--- src/rtl/brm_pkg.sv ---
`default_nettype none

package brm_pkg;

    localparam int MAX_SLOTS   = 64;
    localparam int POINT_DEPTH = 16;

    localparam int SLOT_W = $clog2(MAX_SLOTS);
    localparam int NCNT_W = $clog2(MAX_SLOTS + 1);
    localparam int QA_W   = $clog2(POINT_DEPTH);
    localparam int QCNT_W = $clog2(POINT_DEPTH + 1);

    localparam int POS_W   = 14;
    localparam int LVL_W   = 16;
    localparam int BS_W    = 15;
    localparam int PER_W   = 9;
    localparam int CFG_W   = 16;
    localparam int DIV_W   = 16;
    localparam int DEN_W   = 14;
    localparam int DCNT_W  = $clog2(DIV_W + 1);
    localparam int DIFF_W  = LVL_W + 1;
    localparam int ACC_W   = DIV_W + DIFF_W + 1;
    localparam int QENT_W  = POS_W + LVL_W;

    localparam logic [1:0] CFG_BLOCK_SAMPLES = 2'd0;
    localparam logic [1:0] CFG_PERIOD        = 2'd1;
    localparam logic [1:0] CFG_INIT_LEVEL    = 2'd2;

    localparam logic [1:0] CMD_RENDER = 2'd0;
    localparam logic [1:0] CMD_ADD    = 2'd1;
    localparam logic [1:0] CMD_SET    = 2'd2;

    typedef struct packed {
        logic [1:0]               command;
        logic [POS_W-1:0]         sample_offset;
        logic signed [LVL_W-1:0]  level_value;
    } t_in;

    typedef struct packed {
        logic signed [LVL_W-1:0]  level;
        logic [SLOT_W-1:0]        slot_index;
        logic                     last_slot;
    } t_out;

    typedef struct packed {
        logic               start;
        logic [DEN_W-1:0]   rem_init;
        logic [DIV_W-1:0]   num;
        logic [DEN_W-1:0]   den;
    } t_div_req;

    typedef struct packed {
        logic               step;
        logic               qbit;
        logic               done;
        logic [DIV_W-1:0]   quot;
    } t_div_stat;

    typedef enum logic [3:0] {
        S_IDLE,
        S_ADD_DIV,
        S_CNT_DIV,
        S_POP_RD,
        S_POP_CHK,
        S_SLOT_GO,
        S_SLOT_DIV,
        S_SLOT_WR,
        S_FILL_CHK,
        S_FILL,
        S_EMIT_RD,
        S_EMIT_LD
    } t_state;

endpackage

`default_nettype wire

--- src/rtl/brm_ram.sv ---
`default_nettype none

module brm_ram #(
    parameter int WIDTH = 16,
    parameter int DEPTH = 64
) (
    input  wire logic                     i_clk,
    input  wire logic                     i_we,
    input  wire logic [$clog2(DEPTH)-1:0] i_wa,
    input  wire logic [WIDTH-1:0]         i_wd,
    input  wire logic [$clog2(DEPTH)-1:0] i_ra,
    output logic      [WIDTH-1:0]         o_rd
);

    logic [WIDTH-1:0] r_mem [DEPTH];

    always_ff @(posedge i_clk) begin
        if (i_we) begin
            r_mem[i_wa] <= i_wd;
        end
        o_rd <= r_mem[i_ra];
    end

endmodule

`default_nettype wire

--- src/rtl/brm_sdiv.sv ---
`default_nettype none

module brm_sdiv
    import brm_pkg::*;
(
    input  wire logic      i_clk,
    input  wire logic      i_rst_n,
    input  wire t_div_req  i_req,
    output t_div_stat      o_stat
);

    logic [DCNT_W-1:0] r_cnt;
    logic              r_done;
    logic [DEN_W-1:0]  r_rem;
    logic [DIV_W-1:0]  r_num;
    logic [DEN_W-1:0]  r_den;
    logic [DIV_W-1:0]  r_quot;

    logic [DEN_W:0]    x;
    logic [DEN_W+1:0]  diff;
    logic              qb;
    logic [DEN_W-1:0]  n_rem;
    logic              busy;

    // restoring division, one quotient bit per cycle, MSB first
    always_comb begin
        x     = {r_rem, r_num[DIV_W-1]};
        diff  = {1'b0, x} - {2'b00, r_den};
        qb    = ~diff[DEN_W+1];
        n_rem = qb ? diff[DEN_W-1:0] : x[DEN_W-1:0];
        busy  = (r_cnt != '0);
    end

    always_ff @(posedge i_clk) begin
        if (!i_rst_n) begin
            r_cnt  <= '0;
            r_done <= 1'b0;
        end else begin
            r_done <= 1'b0;
            if (i_req.start) begin
                r_cnt <= DCNT_W'(DIV_W);
            end else if (busy) begin
                r_cnt <= r_cnt - DCNT_W'(1);
                if (r_cnt == DCNT_W'(1)) begin
                    r_done <= 1'b1;
                end
            end
        end
    end

    always_ff @(posedge i_clk) begin
        if (i_req.start) begin
            r_rem  <= i_req.rem_init;
            r_num  <= i_req.num;
            r_den  <= i_req.den;
            r_quot <= '0;
        end else if (busy) begin
            r_rem  <= n_rem;
            r_num  <= {r_num[DIV_W-2:0], 1'b0};
            r_quot <= {r_quot[DIV_W-2:0], qb};
        end
    end

    assign o_stat.step = busy;
    assign o_stat.qbit = qb;
    assign o_stat.done = r_done;
    assign o_stat.quot = r_quot;

endmodule

`default_nettype wire

--- src/rtl/brm_mac.sv ---
`default_nettype none

module brm_mac
    import brm_pkg::*;
(
    input  wire logic                      i_clk,
    input  wire logic                      i_clr,
    input  wire logic                      i_step,
    input  wire logic                      i_qbit,
    input  wire logic signed [DIFF_W-1:0]  i_diff,
    output logic signed [ACC_W-1:0]        o_acc
);

    logic signed [ACC_W-1:0] addend;

    // t * diff built from quotient bits as they leave the divider
    always_comb begin
        addend = i_qbit ? ACC_W'(i_diff) : '0;
    end

    always_ff @(posedge i_clk) begin
        if (i_clr) begin
            o_acc <= '0;
        end else if (i_step) begin
            o_acc <= (o_acc <<< 1) + addend;
        end
    end

endmodule

`default_nettype wire

--- src/rtl/breakpoint_ramp_modulator.sv ---
// Add: a 16-step offset/period division, or none if the queue is full and it is dropped. Set is code 2.
// Render: a division for the slot count, a read and check per queued point, a division and
// write per ramped slot, the fill check, a write per held slot, then a read and load per
// result out of the slot buffer, held under stall. One request at a time; the serial divider sets the per-slot cost.
// Synchronous active-low reset: state and configuration back to defaults, queue empty, level 0.
// No clearing pass; queue and slot buffer are written before read.
`default_nettype none

module breakpoint_ramp_modulator
    import brm_pkg::*;
(
    input  wire logic              i_clk,
    input  wire logic              i_rst_n,
    input  wire logic              i_in_valid,
    output logic                   o_in_stall,
    input  wire t_in               i_in_data,
    output logic                   o_out_valid,
    input  wire logic              i_out_stall,
    output t_out                   o_out_data,
    input  wire logic              i_cfg_we,
    input  wire logic [1:0]        i_cfg_idx,
    input  wire logic [CFG_W-1:0]  i_cfg_data
);

    t_state r_state, n_state;

    logic [BS_W-1:0]          r_bs, n_bs;
    logic [PER_W-1:0]         r_per, n_per;
    logic signed [LVL_W-1:0]  r_init, n_init;
    logic signed [LVL_W-1:0]  r_cur, n_cur;
    logic [QA_W-1:0]          r_head, n_head;
    logic [QCNT_W-1:0]        r_count, n_count;
    logic [POS_W-1:0]         r_pos, n_pos;
    logic [NCNT_W-1:0]        r_n, n_n;
    logic [SLOT_W-1:0]        r_j, n_j;
    logic [POS_W-1:0]         r_k, n_k;
    logic [POS_W-1:0]         r_s, n_s;
    logic signed [LVL_W-1:0]  r_v, n_v;
    logic                     r_out_vld, n_out_vld;
    t_out                     r_out, n_out;

    t_div_req                 div_req;
    t_div_stat                div_stat;
    logic                     mac_clr;
    logic signed [DIFF_W-1:0] mac_diff;
    logic signed [ACC_W-1:0]  mac_acc;

    logic                     q_we;
    logic [QA_W-1:0]          q_wa;
    logic [QENT_W-1:0]        q_rd;
    logic                     s_we;
    logic [LVL_W-1:0]         s_wd;
    logic [LVL_W-1:0]         s_rd;

    logic                     in_acc;
    logic                     q_full;
    logic [PER_W-1:0]         eff_per;
    logic [POS_W-1:0]         off_c;
    logic [QCNT_W:0]          tail_sum;
    logic [POS_W-1:0]         pop_s;
    logic [POS_W-1:0]         den;
    logic [NCNT_W-1:0]        j_inc;
    logic                     more_slots;
    logic                     pos_lt_n;
    logic                     out_load;
    logic [ACC_W-1:0]         rnd;
    logic signed [LVL_W+1:0]  lvl_w;
    logic signed [LVL_W-1:0]  lvl_sat;

    assign o_in_stall = (r_state != S_IDLE);
    assign in_acc     = i_in_valid && !o_in_stall;

    always_comb begin
        q_full   = (r_count >= QCNT_W'(POINT_DEPTH));
        eff_per  = (r_per == '0) ? PER_W'(1) : r_per;
        if (r_bs == '0) begin
            off_c = '0;
        end else if ({1'b0, i_in_data.sample_offset} >= r_bs) begin
            off_c = POS_W'(r_bs - BS_W'(1));
        end else begin
            off_c = i_in_data.sample_offset;
        end
        tail_sum = {1'b0, (QCNT_W)'(r_head)} + {1'b0, r_count};
        if (tail_sum >= (QCNT_W+1)'(POINT_DEPTH)) begin
            tail_sum = tail_sum - (QCNT_W+1)'(POINT_DEPTH);
        end
        q_wa       = tail_sum[QA_W-1:0];
        pop_s      = q_rd[QENT_W-1:LVL_W];
        den        = r_s - r_pos;
        j_inc      = {1'b0, r_j} + NCNT_W'(1);
        more_slots = ({(POS_W-NCNT_W)'(0), j_inc} < r_s) && (j_inc < r_n);
        pos_lt_n   = (r_pos < {(POS_W-NCNT_W)'(0), r_n});
        out_load   = (r_state == S_EMIT_LD) && (!r_out_vld || !i_out_stall);
        mac_diff   = DIFF_W'(r_v) - DIFF_W'(r_cur);
        rnd        = mac_acc + ACC_W'(32'sd32768);
        lvl_w      = (LVL_W+2)'(r_cur) + $signed(rnd[ACC_W-1:DIV_W]);
        if (lvl_w > (LVL_W+2)'(32767)) begin
            lvl_sat = 16'sh7FFF;
        end else if (lvl_w < -(LVL_W+2)'(32768)) begin
            lvl_sat = -16'sh8000;
        end else begin
            lvl_sat = lvl_w[LVL_W-1:0];
        end
    end

    // next state
    always_comb begin
        n_state = r_state;
        unique case (r_state)
            S_IDLE: begin
                if (in_acc) begin
                    unique case (i_in_data.command)
                        CMD_ADD:    n_state = q_full ? S_IDLE : S_ADD_DIV;
                        CMD_RENDER: n_state = S_CNT_DIV;
                        default:    n_state = S_IDLE;
                    endcase
                end
            end
            S_ADD_DIV: begin
                if (div_stat.done) n_state = S_IDLE;
            end
            S_CNT_DIV: begin
                if (div_stat.done) n_state = (r_count != '0) ? S_POP_RD : S_FILL_CHK;
            end
            S_POP_RD: n_state = S_POP_CHK;
            S_POP_CHK: begin
                if (pop_s > r_pos && pos_lt_n) begin
                    n_state = S_SLOT_GO;
                end else begin
                    n_state = (r_count == QCNT_W'(1)) ? S_FILL_CHK : S_POP_RD;
                end
            end
            S_SLOT_GO: n_state = S_SLOT_DIV;
            S_SLOT_DIV: begin
                if (div_stat.done) n_state = S_SLOT_WR;
            end
            S_SLOT_WR: begin
                if (more_slots) begin
                    n_state = S_SLOT_GO;
                end else begin
                    n_state = (r_count == '0) ? S_FILL_CHK : S_POP_RD;
                end
            end
            S_FILL_CHK: begin
                if (pos_lt_n) begin
                    n_state = S_FILL;
                end else begin
                    n_state = (r_n != '0) ? S_EMIT_RD : S_IDLE;
                end
            end
            S_FILL: begin
                if (j_inc == r_n) n_state = S_EMIT_RD;
            end
            S_EMIT_RD: n_state = S_EMIT_LD;
            S_EMIT_LD: begin
                if (out_load) n_state = (j_inc == r_n) ? S_IDLE : S_EMIT_RD;
            end
            default: n_state = S_IDLE;
        endcase
    end

    // datapath and outputs
    always_comb begin
        n_bs      = r_bs;
        n_per     = r_per;
        n_init    = r_init;
        n_cur     = r_cur;
        n_head    = r_head;
        n_count   = r_count;
        n_pos     = r_pos;
        n_n       = r_n;
        n_j       = r_j;
        n_k       = r_k;
        n_s       = r_s;
        n_v       = r_v;
        n_out     = r_out;
        n_out_vld = r_out_vld;
        div_req   = '0;
        mac_clr   = 1'b0;
        q_we      = 1'b0;
        s_we      = 1'b0;
        s_wd      = r_cur;

        if (r_out_vld && !i_out_stall) begin
            n_out_vld = 1'b0;
        end

        unique case (r_state)
            S_IDLE: begin
                if (in_acc) begin
                    unique case (i_in_data.command)
                        CMD_ADD: begin
                            n_v              = i_in_data.level_value;
                            div_req.start    = !q_full;
                            div_req.num      = {(DIV_W-POS_W)'(0), off_c};
                            div_req.den      = {(DEN_W-PER_W)'(0), eff_per};
                        end
                        CMD_RENDER: begin
                            div_req.start    = 1'b1;
                            div_req.num      = {(DIV_W-BS_W)'(0), r_bs};
                            div_req.den      = {(DEN_W-PER_W)'(0), eff_per};
                        end
                        CMD_SET: begin
                            n_cur   = i_in_data.level_value;
                            n_head  = '0;
                            n_count = '0;
                        end
                        default: ;
                    endcase
                end
            end
            S_ADD_DIV: begin
                if (div_stat.done) begin
                    q_we    = 1'b1;
                    n_count = r_count + QCNT_W'(1);
                end
            end
            S_CNT_DIV: begin
                if (div_stat.done) begin
                    n_pos = '0;
                    if (div_stat.quot > DIV_W'(MAX_SLOTS)) begin
                        n_n = NCNT_W'(MAX_SLOTS);
                    end else begin
                        n_n = div_stat.quot[NCNT_W-1:0];
                    end
                end
            end
            S_POP_RD: ;
            S_POP_CHK: begin
                n_head  = (r_head == QA_W'(POINT_DEPTH - 1)) ? '0 : r_head + QA_W'(1);
                n_count = r_count - QCNT_W'(1);
                n_s     = pop_s;
                n_v     = q_rd[LVL_W-1:0];
                n_j     = r_pos[SLOT_W-1:0];
                n_k     = '0;
                if (!(pop_s > r_pos && pos_lt_n)) begin
                    n_cur = q_rd[LVL_W-1:0];
                    n_pos = pop_s;
                end
            end
            S_SLOT_GO: begin
                mac_clr          = 1'b1;
                div_req.start    = 1'b1;
                div_req.rem_init = r_k;
                div_req.num      = {(DIV_W-POS_W+1)'(0), den[POS_W-1:1]};
                div_req.den      = den;
            end
            S_SLOT_DIV: ;
            S_SLOT_WR: begin
                s_we = 1'b1;
                s_wd = lvl_sat;
                n_j  = j_inc[SLOT_W-1:0];
                n_k  = r_k + POS_W'(1);
                if (!more_slots) begin
                    n_cur = r_v;
                    n_pos = r_s;
                end
            end
            S_FILL_CHK: begin
                n_j = pos_lt_n ? r_pos[SLOT_W-1:0] : '0;
            end
            S_FILL: begin
                s_we = 1'b1;
                n_j  = (j_inc == r_n) ? '0 : j_inc[SLOT_W-1:0];
            end
            S_EMIT_RD: ;
            S_EMIT_LD: begin
                if (out_load) begin
                    n_out_vld        = 1'b1;
                    n_out.level      = s_rd;
                    n_out.slot_index = r_j;
                    n_out.last_slot  = (j_inc == r_n);
                    n_j              = j_inc[SLOT_W-1:0];
                end
            end
            default: ;
        endcase

        if (i_cfg_we) begin
            unique case (i_cfg_idx)
                CFG_BLOCK_SAMPLES: begin
                    n_bs    = i_cfg_data[BS_W-1:0];
                    n_head  = '0;
                    n_count = '0;
                end
                CFG_PERIOD: n_per = i_cfg_data[PER_W-1:0];
                CFG_INIT_LEVEL: begin
                    n_init = i_cfg_data;
                    n_cur  = i_cfg_data;
                end
                default: ;
            endcase
        end
    end

    always_ff @(posedge i_clk) begin
        if (!i_rst_n) begin
            r_state   <= S_IDLE;
            r_bs      <= BS_W'(512);
            r_per     <= PER_W'(8);
            r_init    <= '0;
            r_cur     <= '0;
            r_head    <= '0;
            r_count   <= '0;
            r_out_vld <= 1'b0;
        end else begin
            r_state   <= n_state;
            r_bs      <= n_bs;
            r_per     <= n_per;
            r_init    <= n_init;
            r_cur     <= n_cur;
            r_head    <= n_head;
            r_count   <= n_count;
            r_out_vld <= n_out_vld;
        end
    end

    always_ff @(posedge i_clk) begin
        r_pos <= n_pos;
        r_n   <= n_n;
        r_j   <= n_j;
        r_k   <= n_k;
        r_s   <= n_s;
        r_v   <= n_v;
        r_out <= n_out;
    end

    brm_sdiv u_div (
        .i_clk   (i_clk),
        .i_rst_n (i_rst_n),
        .i_req   (div_req),
        .o_stat  (div_stat)
    );

    brm_mac u_mac (
        .i_clk  (i_clk),
        .i_clr  (mac_clr),
        .i_step (div_stat.step),
        .i_qbit (div_stat.qbit),
        .i_diff (mac_diff),
        .o_acc  (mac_acc)
    );

    brm_ram #(
        .WIDTH (QENT_W),
        .DEPTH (POINT_DEPTH)
    ) u_queue (
        .i_clk (i_clk),
        .i_we  (q_we),
        .i_wa  (q_wa),
        .i_wd  ({div_stat.quot[POS_W-1:0], r_v}),
        .i_ra  (r_head),
        .o_rd  (q_rd)
    );

    brm_ram #(
        .WIDTH (LVL_W),
        .DEPTH (MAX_SLOTS)
    ) u_slots (
        .i_clk (i_clk),
        .i_we  (s_we),
        .i_wa  (r_j),
        .i_wd  (s_wd),
        .i_ra  (r_j),
        .o_rd  (s_rd)
    );

    assign o_out_valid = r_out_vld;
    assign o_out_data  = r_out;

    a_count_bound: assert property (@(posedge i_clk) disable iff (!i_rst_n)
        r_count <= QCNT_W'(POINT_DEPTH))
        else $error("queue count beyond depth");

    a_emit_in_range: assert property (@(posedge i_clk) disable iff (!i_rst_n)
        out_load |-> ({1'b0, r_j} < r_n))
        else $error("slot read out beyond slot count");

    a_div_done_wait: assert property (@(posedge i_clk) disable iff (!i_rst_n)
        div_stat.done |-> (r_state == S_ADD_DIV || r_state == S_CNT_DIV ||
                           r_state == S_SLOT_DIV))
        else $error("divider finished outside a wait state");

    a_div_idle_start: assert property (@(posedge i_clk) disable iff (!i_rst_n)
        div_req.start |-> !div_stat.step)
        else $error("divider started while busy");

endmodule

`default_nettype wire
--- config.mk ---
export PLATFORM = sky130hd
export DESIGN_NAME = breakpoint_ramp_modulator
export DESIGN_NICKNAME = d
export VERILOG_FILES = /design/src/rtl/brm_pkg.sv /design/src/rtl/brm_ram.sv /design/src/rtl/brm_sdiv.sv /design/src/rtl/brm_mac.sv /design/src/rtl/breakpoint_ramp_modulator.sv
export SDC_FILE = /design/constraint.sdc
export NUM_CORES = 2
export LEC_CHECK = 0
export BUFFER_PORTS_ARGS = -buffer_cell sky130_fd_sc_hd__buf_2
export CAP_MARGIN = 20
export CORE_MARGIN = 1.5
export CORE_UTILIZATION = 30
export DETAILED_ROUTE_END_ITERATION = 8
export GPL_TIMING_DRIVEN = 0
export PLACE_DENSITY = 0.5
export SLEW_MARGIN = 20
export SYNTH_ARGS = -nofsm -noshare
export SYNTH_HDL_FRONTEND = slang
export SYNTH_SLANG_ARGS = --single-unit
--- constraint.sdc ---
create_clock -name i_clk -period 17.69 [get_ports i_clk]
set_input_delay 1.769 -clock i_clk [delete_from_list [all_inputs] [get_ports i_clk]]
set_output_delay 1.769 -clock i_clk [all_outputs]
set_load 0.02 [all_outputs]
### Word level (Yosys, flattened, before mapping)

Memories as Yosys holds them, arrays and structs flattened. A register that Yosys moved wholly into a read port is not among the register bits.
Cells that the tools add are included.

| cells by class | value |
|---|---|
| $add $sub $neg | 15 |
| equality and inequality tests | 28 |
| order comparisons | 10 |
| bitwise gates (word level) | 3 |
| reductions and logical operators | 36 |
| mux-type cells | 82 |

Operators by type and width:

| kind | number |
|---|---|
| 16-bit two-way mux | 13 |
| 14-bit two-way mux | 9 |
| 4-bit two-way mux | 20 |
| 30-bit case mux with 2 select lines | 1 |
| 29-bit case mux with 2 select lines | 1 |
| 16-bit case mux with 3 select lines | 1 |
| 4-bit case mux with 12 select lines | 1 |
| 14-bit case mux with 3 select lines | 1 |
| 5-bit two-way mux | 7 |
| 34-bit by 17-bit adder with 34-bit output, second input constant | 1 |
| 34-bit adder | 1 |
| 34-bit two-way mux | 1 |
| 16-bit case mux with 2 select lines | 1 |
| 6-bit case mux with 5 select lines | 1 |
| 29-bit two-way mux | 1 |
| 14-bit case mux with 2 select lines | 1 |
| 4-bit equality test, second input constant | 5 |
| 16-bit by 18-bit adder with 18-bit output | 1 |
| 18-bit by 16-bit greater-than comparator with 1-bit output, second input constant | 1 |
| 18-bit by 16-bit < comparator with 1-bit output, second input constant | 1 |
| 6-bit two-way mux | 3 |
| 16-bit by 16-bit subtractor with 17-bit output | 1 |
| 4-bit by 3-bit equality test with 1-bit output, second input constant | 4 |
| 16-bit by 7-bit greater-than comparator with 1-bit output, second input constant | 1 |
| other kinds (51) | 96 |

| storage, ports and cells | value |
|---|---|
| memory bits (writable) | 1504 |
| memories | 2 |
| register bits | 248 |
| output and inout bits | 25 |
| logic and storage cells | 200 |

Memory list:

| name | words | width | rd ports | clocked after Yosys merged registers in | write ports | RTL line | source |
|---|---|---|---|---|---|---|---|
| u_slots.r_mem | 64 | 16 | 1 | 1 | 1 | brm_ram.sv:15 | `logic [WIDTH-1:0] r_mem [DEPTH];` |
| u_queue.r_mem | 16 | 30 | 1 | 1 | 1 | brm_ram.sv:15 |  |

### Depth between registers and ports, before layout

| depth | value |
|---|---|
| depth after elaboration | 7 |
| mapped depth | 22 |
| depth with buffers taken out | 21 |

### Cells and area by module

From an unflattened synthesis, not the netlist that was laid out.

| second synthesis, totals | value |
|---|---|
| cell total of the unflattened synthesis | 4714 |
| area, all modules | 77337.9 um^2 |

By module, submodules not included:

| module | area an instance (um^2) | instances | cells an instance |
|---|---|---|---|
| brm_ram at u_slots | 40042.2 | 1 | 1829 |
| brm_ram at u_queue | 18939.4 | 1 | 785 |
| breakpoint_ramp_modulator | 11596.1 | 1 | 1340 |
| brm_sdiv | 3399.5 | 1 | 316 |
| brm_mac | 3360.7 | 1 | 444 |

### Worst setup path before layout

OpenSTA, ideal clock, no wires.

| path | value |
|---|---|
| kind | reg2reg |
| start point | reg u_mac.o_acc[15] |
| end point | mem u_slots.r_mem[0][1] (data pin) |
| stages on the path, launching flop included | 17 |
| data required time | 16.971 ns |
| slack | 11.418 ns |
| arrival time | 5.553 ns |
| buffers on the path | 1 |
| setup time | 0.719 ns |
| path through | dfxtp_1 ha_1 nand2_1 nor2_1 and3_1 buf_2 nand3_1 xnor2_1 ha_1 nand2_1 a2111o_1 and4b_4 o311ai_4 xnor2_2 o21a_1 nor2_1 o31ai_1 |

| between the ends | value |
|---|---|
| longest elaborated chain between the ends | 6 |
| elaborated cells between the ends (all ways) | 7 |

RTL lines:

| element | RTL line | source |
|---|---|---|
| start: declaration | brm_mac.sv:11 | `output logic signed [ACC_W-1:0] o_acc` |
| start signal: assignment | brm_mac.sv:25 | `o_acc <= (o_acc <<< 1) + addend;` |
| 34-bit by 17-bit adder with 34-bit output (*) | breakpoint_ramp_modulator.sv:95 | `rnd = mac_acc + ACC_W'(32'sd32768);` |
| 16-bit by 18-bit adder with 18-bit output (*) | breakpoint_ramp_modulator.sv:96 | `lvl_w = (LVL_W+2)'(r_cur) + $signed(rnd[ACC_W-1:DIV_W]);` |
| 18-bit by 16-bit < comparator with 1-bit output | breakpoint_ramp_modulator.sv:99 | `end else if (lvl_w < -(LVL_W+2)'(32768)) begin` |
| 16-bit two-way mux | breakpoint_ramp_modulator.sv:99 |  |
| 16-bit two-way mux (*) | breakpoint_ramp_modulator.sv:97 | `if (lvl_w > (LVL_W+2)'(32767)) begin` |
| 16-bit two-way mux (*) | breakpoint_ramp_modulator.sv:188 | `unique case (r_state)` |
| named net s_wd[1] | breakpoint_ramp_modulator.sv:52 | `logic [LVL_W-1:0] s_wd;` |
| end: declaration | brm_ram.sv:15 |  |

Mark *: on every way through the listed nets, which the timed path passes. The rest lies on a longest branch.

### Final worst setup path

| path | value |
|---|---|
| start point | reg r_j[2] |
| end point | reg r_cur[8] |

| between the ends | value |
|---|---|
| longest elaborated chain between the ends | 7 |
| elaborated cells between the ends (all ways) | 8 |

RTL lines:

| element | RTL line | source |
|---|---|---|
| start: declaration | breakpoint_ramp_modulator.sv:35 | `logic [SLOT_W-1:0] r_j, n_j;` |
| start signal: assignment | breakpoint_ramp_modulator.sv:321 | `r_j <= n_j;` |
| 6-bit by 1-bit adder with 7-bit output (*) | breakpoint_ramp_modulator.sv:90 | `j_inc = {1'b0, r_j} + NCNT_W'(1);` |
| 7-bit by 14-bit < comparator with 1-bit output or 7-bit < comparator (tied branches) | breakpoint_ramp_modulator.sv:91 | `more_slots = ({(POS_W-NCNT_W)'(0), j_inc} < r_s) && (j_inc < r_n);` |
| 1-bit logical AND (*) | breakpoint_ramp_modulator.sv:91 |  |
| 16-bit two-way mux (*) | breakpoint_ramp_modulator.sv:254 | `if (!more_slots) begin` |
| 16-bit case mux with 3 select lines (*) | breakpoint_ramp_modulator.sv:188 |  |
| 16-bit two-way mux | breakpoint_ramp_modulator.sv:280 | `unique case (i_cfg_idx)` |
| 16-bit two-way mux (*) | breakpoint_ramp_modulator.sv:279 | `if (i_cfg_we) begin` |
| end signal: assignment | breakpoint_ramp_modulator.sv:311 | `r_cur <= n_cur;` |
| end: declaration | breakpoint_ramp_modulator.sv:30 | `logic signed [LVL_W-1:0] r_cur, n_cur;` |

Every way passes the cells marked *; elsewhere a longest branch is shown, timed or not.
A chain may end at the register's enable or synchronous reset.

==> results.py <==
metrics = {
    "clocking": {
        "clockBufferDepth": 3,
        "clk_pin_slew_ns": 0.06,
        "cts_tree": "done",
        "clock_sinks": 1798,
        "clkLatencyLatePin_ns": 0.83,
        "htreeDepth": 4,
        "cts-resized-gates": 0,
        "cts-root-buf": "clkbuf_16",
        "cts_inserted_buffers": 178,
        "holdBufCountCts": 0,
        "post_cts_buffers": 0,
    },
    "route": {
        "antenna_left": 0,
        "viasPerCell": 5.54,
        "vias": 47500,
        "routed_wl_um": 262000,
        "drtPass1Iterations": 6,
        "wire_per_inst_um": 30.6,
        "drt_iter0_markers": 6044,
        "route.detailed.drc": 0,
    },
    "final_layout": {
        "fillCellCount": 23000,
        "fin_cells": 8575,
        "final_nets": 5435,
        "fin_util_pct": 35.4,
        "layout-drive-gt1-share_pct": 14.1,
        "syn_to_final_growth_pct": 17.4,
        "regArea_um2": 52400,
        "multiInputGateArea_um2": 20400,
        "final_cell_area_um2": 86300,
    },
    "worst_setup_path": {
        "cp-start-kind": "flop",
        "cp.arrival_ns": 7.37,
        "worstPathRequired_ns": 18.35,
        "worst-path-max-fanout": 10,
        "worst-setup-path-type": "flop to flop",
        "cp_slowest_cell": "xnor2_1",
        "slowest_delay_ns": 0.79,
        "cp_common_cell": "clkbuf_1",
        "end_kind": "flop",
        "crit_chain": "clkbuf_1 -> and3_1 -> clkbuf_1 -> buf_2 -> buf_2 -> clkbuf_2 -> nand3_1 -> xnor2_1 -> ha_1 -> nor3_1 -> nor4_1 -> o211ai_1 -> a21oi_1 -> a2111oi_2 -> nor2_1 -> clkbuf_1 -> a221oi_1 -> o22ai_1",
    },
    "yosys": {
        "synth_area_leaders": "edfxtp_1 (67%), dfxtp_1 (4.2%), a22oi_1 (3.4%)",
        "synth_edf_count": 1642,
        "syn-mean-instance-area_um2": 15.1,
        "synthCells": 4878,
        "synth_area_um2": 73500,
        "yosysTopAreaCellShare_pct": 67.1,
        "ys_seq_elements": 1798,
        "synth_ff_type": "edfxtp_1",
        "yosysWarnings": 0,
        "ys_seq_area_share_pct": 71.3,
        "synth_cell_types": 92,
        "syn_nets": 5096,
        "synth_top_cell_by_area": "edfxtp_1",
        "async_reset_ff_share_pct": 0,
    },
    "sta": {
        "final-setup-viol-count": 0,
        "finalHoldWorstSlack_ns": 0.403,
        "finalCritPeriodShare_pct": 37.9,
        "fin_skew_ns": 0.0345,
        "slew_headroom_pct": 16.9,
        "hold_viol": 0,
        "layout_setup_ws_ns": 10.99,
        "finalCriticalPeriod_ns": 6.70,
        "rsz0062_at_grt": "no",
        "tightest_slew_ns": 1.25,
        "finalSetupTns_ns": 0,
        "slew_viol_final": 0,
        "timing.fmax_mhz": 149,
    },
    "power": {
        "vdd.ir_drop.worst_uv": 103,
        "power_leakage_nw": 28.2,
        "power.total_mw": 10.6,
        "power_density_nw_per_um2": 123,
    },
    "placement": {
        "dp_hpwl_um": 174000,
        "placed_cells": 8235,
        "dpl_worst_slack_ns": 11.26,
        "gp_congestion": 0.920,
        "post_dp_cell_area_um2": 80400,
        "portBuffers": 79,
    },
    "hold_path": {
        "holdCritPathClass": "flop to flop",
    },
    "flow_run": {
        "cap_violations": 0,
    },
    "global_route": {
        "grt_usage_pct": 20.6,
        "grt_remaining_overflow": 0,
        "grt_max_degree": 65,
        "grt_pass1_vias": 45400,
        "grt_pass1_wl_um": 361000,
        "antenna_found_initial": 17,
    },
    "floorplanning": {
        "fp.dieW_um": 498,
        "start_util_pct": 30.2,
        "ioPinCount": 80,
        "die-area_um2": 248000,
        "core-area_um2": 243000,
        "rows": 181,
        "die_y_um": 498,
    },
    "outcome": {
        "outcome": "complete, no violations",
    },
}
registers in the layout, indices dropped and copies added, names as in the netlist, 15 cells and up:
register / count
u_mac.o_acc: 34
r_bs: 15
u_queue.r_mem: 480
o_out_data: 23
u_queue.o_rd: 30
r_cur: 16
u_slots.r_mem: 1024
u_div.r_quot: 16
u_slots.o_rd: 16
u_div.r_num: 16
r_v: 16
cells in the final DEF, fill, tap and decap left out, types with 66 or more instances in the layout:
cell type | Yosys | routed
a21oi_1 | 205 | 203
a221oi_1 | 159 | 159
a22o_1 | 127 | 126
a22oi_1 | 329 | 329
a31oi_1 | 119 | 119
buf_2 | 37 | 140
clkbuf_1 | 177 | 185
clkbuf_16 | 0 | 184
dfxtp_1 | 156 | 156
edfxtp_1 | 1642 | 1642
ha_1 | 157 | 157
inv_1 | 103 | 103
mux2i_1 | 130 | 130
nand2_1 | 292 | 291
nand3_1 | 66 | 66
nor2_1 | 234 | 154
nor2_4 | 0 | 66
o21ai_0 | 156 | 155
xnor2_1 | 72 | 72
cell usage after synthesis, drive strengths merged, types with 10 or more instances:
cell type,n
xor2,43
inv,108
a211oi,22
ha,157
buf,84
mux2,27
nand4,36
nand2b,22
a21o,53
o21ai,182
a22o,127
dfxtp,156
a221o,14
o211ai,11
and3,35
edfxtp,1642
a21oi,207
nor2b,19
o22ai,25
nand2,292
o21a,17
xnor2,74
o31ai,11
o21bai,12
mux2i,130
nand3,67
a22oi,329
clkbuf,177
nor3,38
nor4,33
mux4,60
nand3b,10
and2,17
or3,16
nor3b,10
or2,19
a31oi,119
nor2,236
a221oi,159
layer usage:
metal	GRT usage (%)	share of wire [%]
met1	27.8	41
met2	33.0	47
met3	3.97	8.8
met4	7.07	3.5
met5	0	0.028
cell families after synthesis:
logic type / share of synthesized area [%]
compound gates: 12.9
xor+xnor: 1.44
fa+ha+maj: 2.84
buf+inv: 1.96
flops: 71.3
mux: 4.02
simple gates: 5.51
final timing paths:
check	cells after the start	start	slack (ns)	end
hold / removal	0	u_slots.o_rd[7]$_DFF_P_	0.40	o_out_data[14]$_DFFE_PP_
setup reg to reg	18	r_j[2]$_DFFE_PP_	10.99	r_cur[8]$_SDFF_PN0_
hold reg to reg	0	u_slots.o_rd[7]$_DFF_P_	0.40	o_out_data[14]$_DFFE_PP_
setup / recovery	18	r_j[2]$_DFFE_PP_	10.99	r_cur[8]$_SDFF_PN0_
power breakdown:
group | switching, mW | total [mW] | internal, mW | leakage, nW
logic | 1.09 | 1.72 | 0.638 | 9.00
registers | 0.159 | 5.04 | 4.88 | 16.4
clock network | 1.70 | 3.86 | 2.16 | 2.86
final cells by class:
class,instances,area share [%]
clock inverters,86,1.03
plain buffers,261,1.29
multi-input cells,2710,23.7
inverters,109,0.474
repair buffers,159,2.35
clock buffers,248,5.78
diodes,2,0.00580
well taps,3202,4.64
flip-flops and latches,1798,60.8
critical path, delay by kind of cell, from the launching register on:
kind | cells | cell delay (ns)
compound gates | 5 | 1.35
xor+xnor | 1 | 0.79
fa+ha+maj | 1 | 0.38
buf+inv | 6 | 2.62
flops | 1 | 0.38
simple gates | 5 | 0.99
No activity file was read; power rests on OpenSTA's default activity.
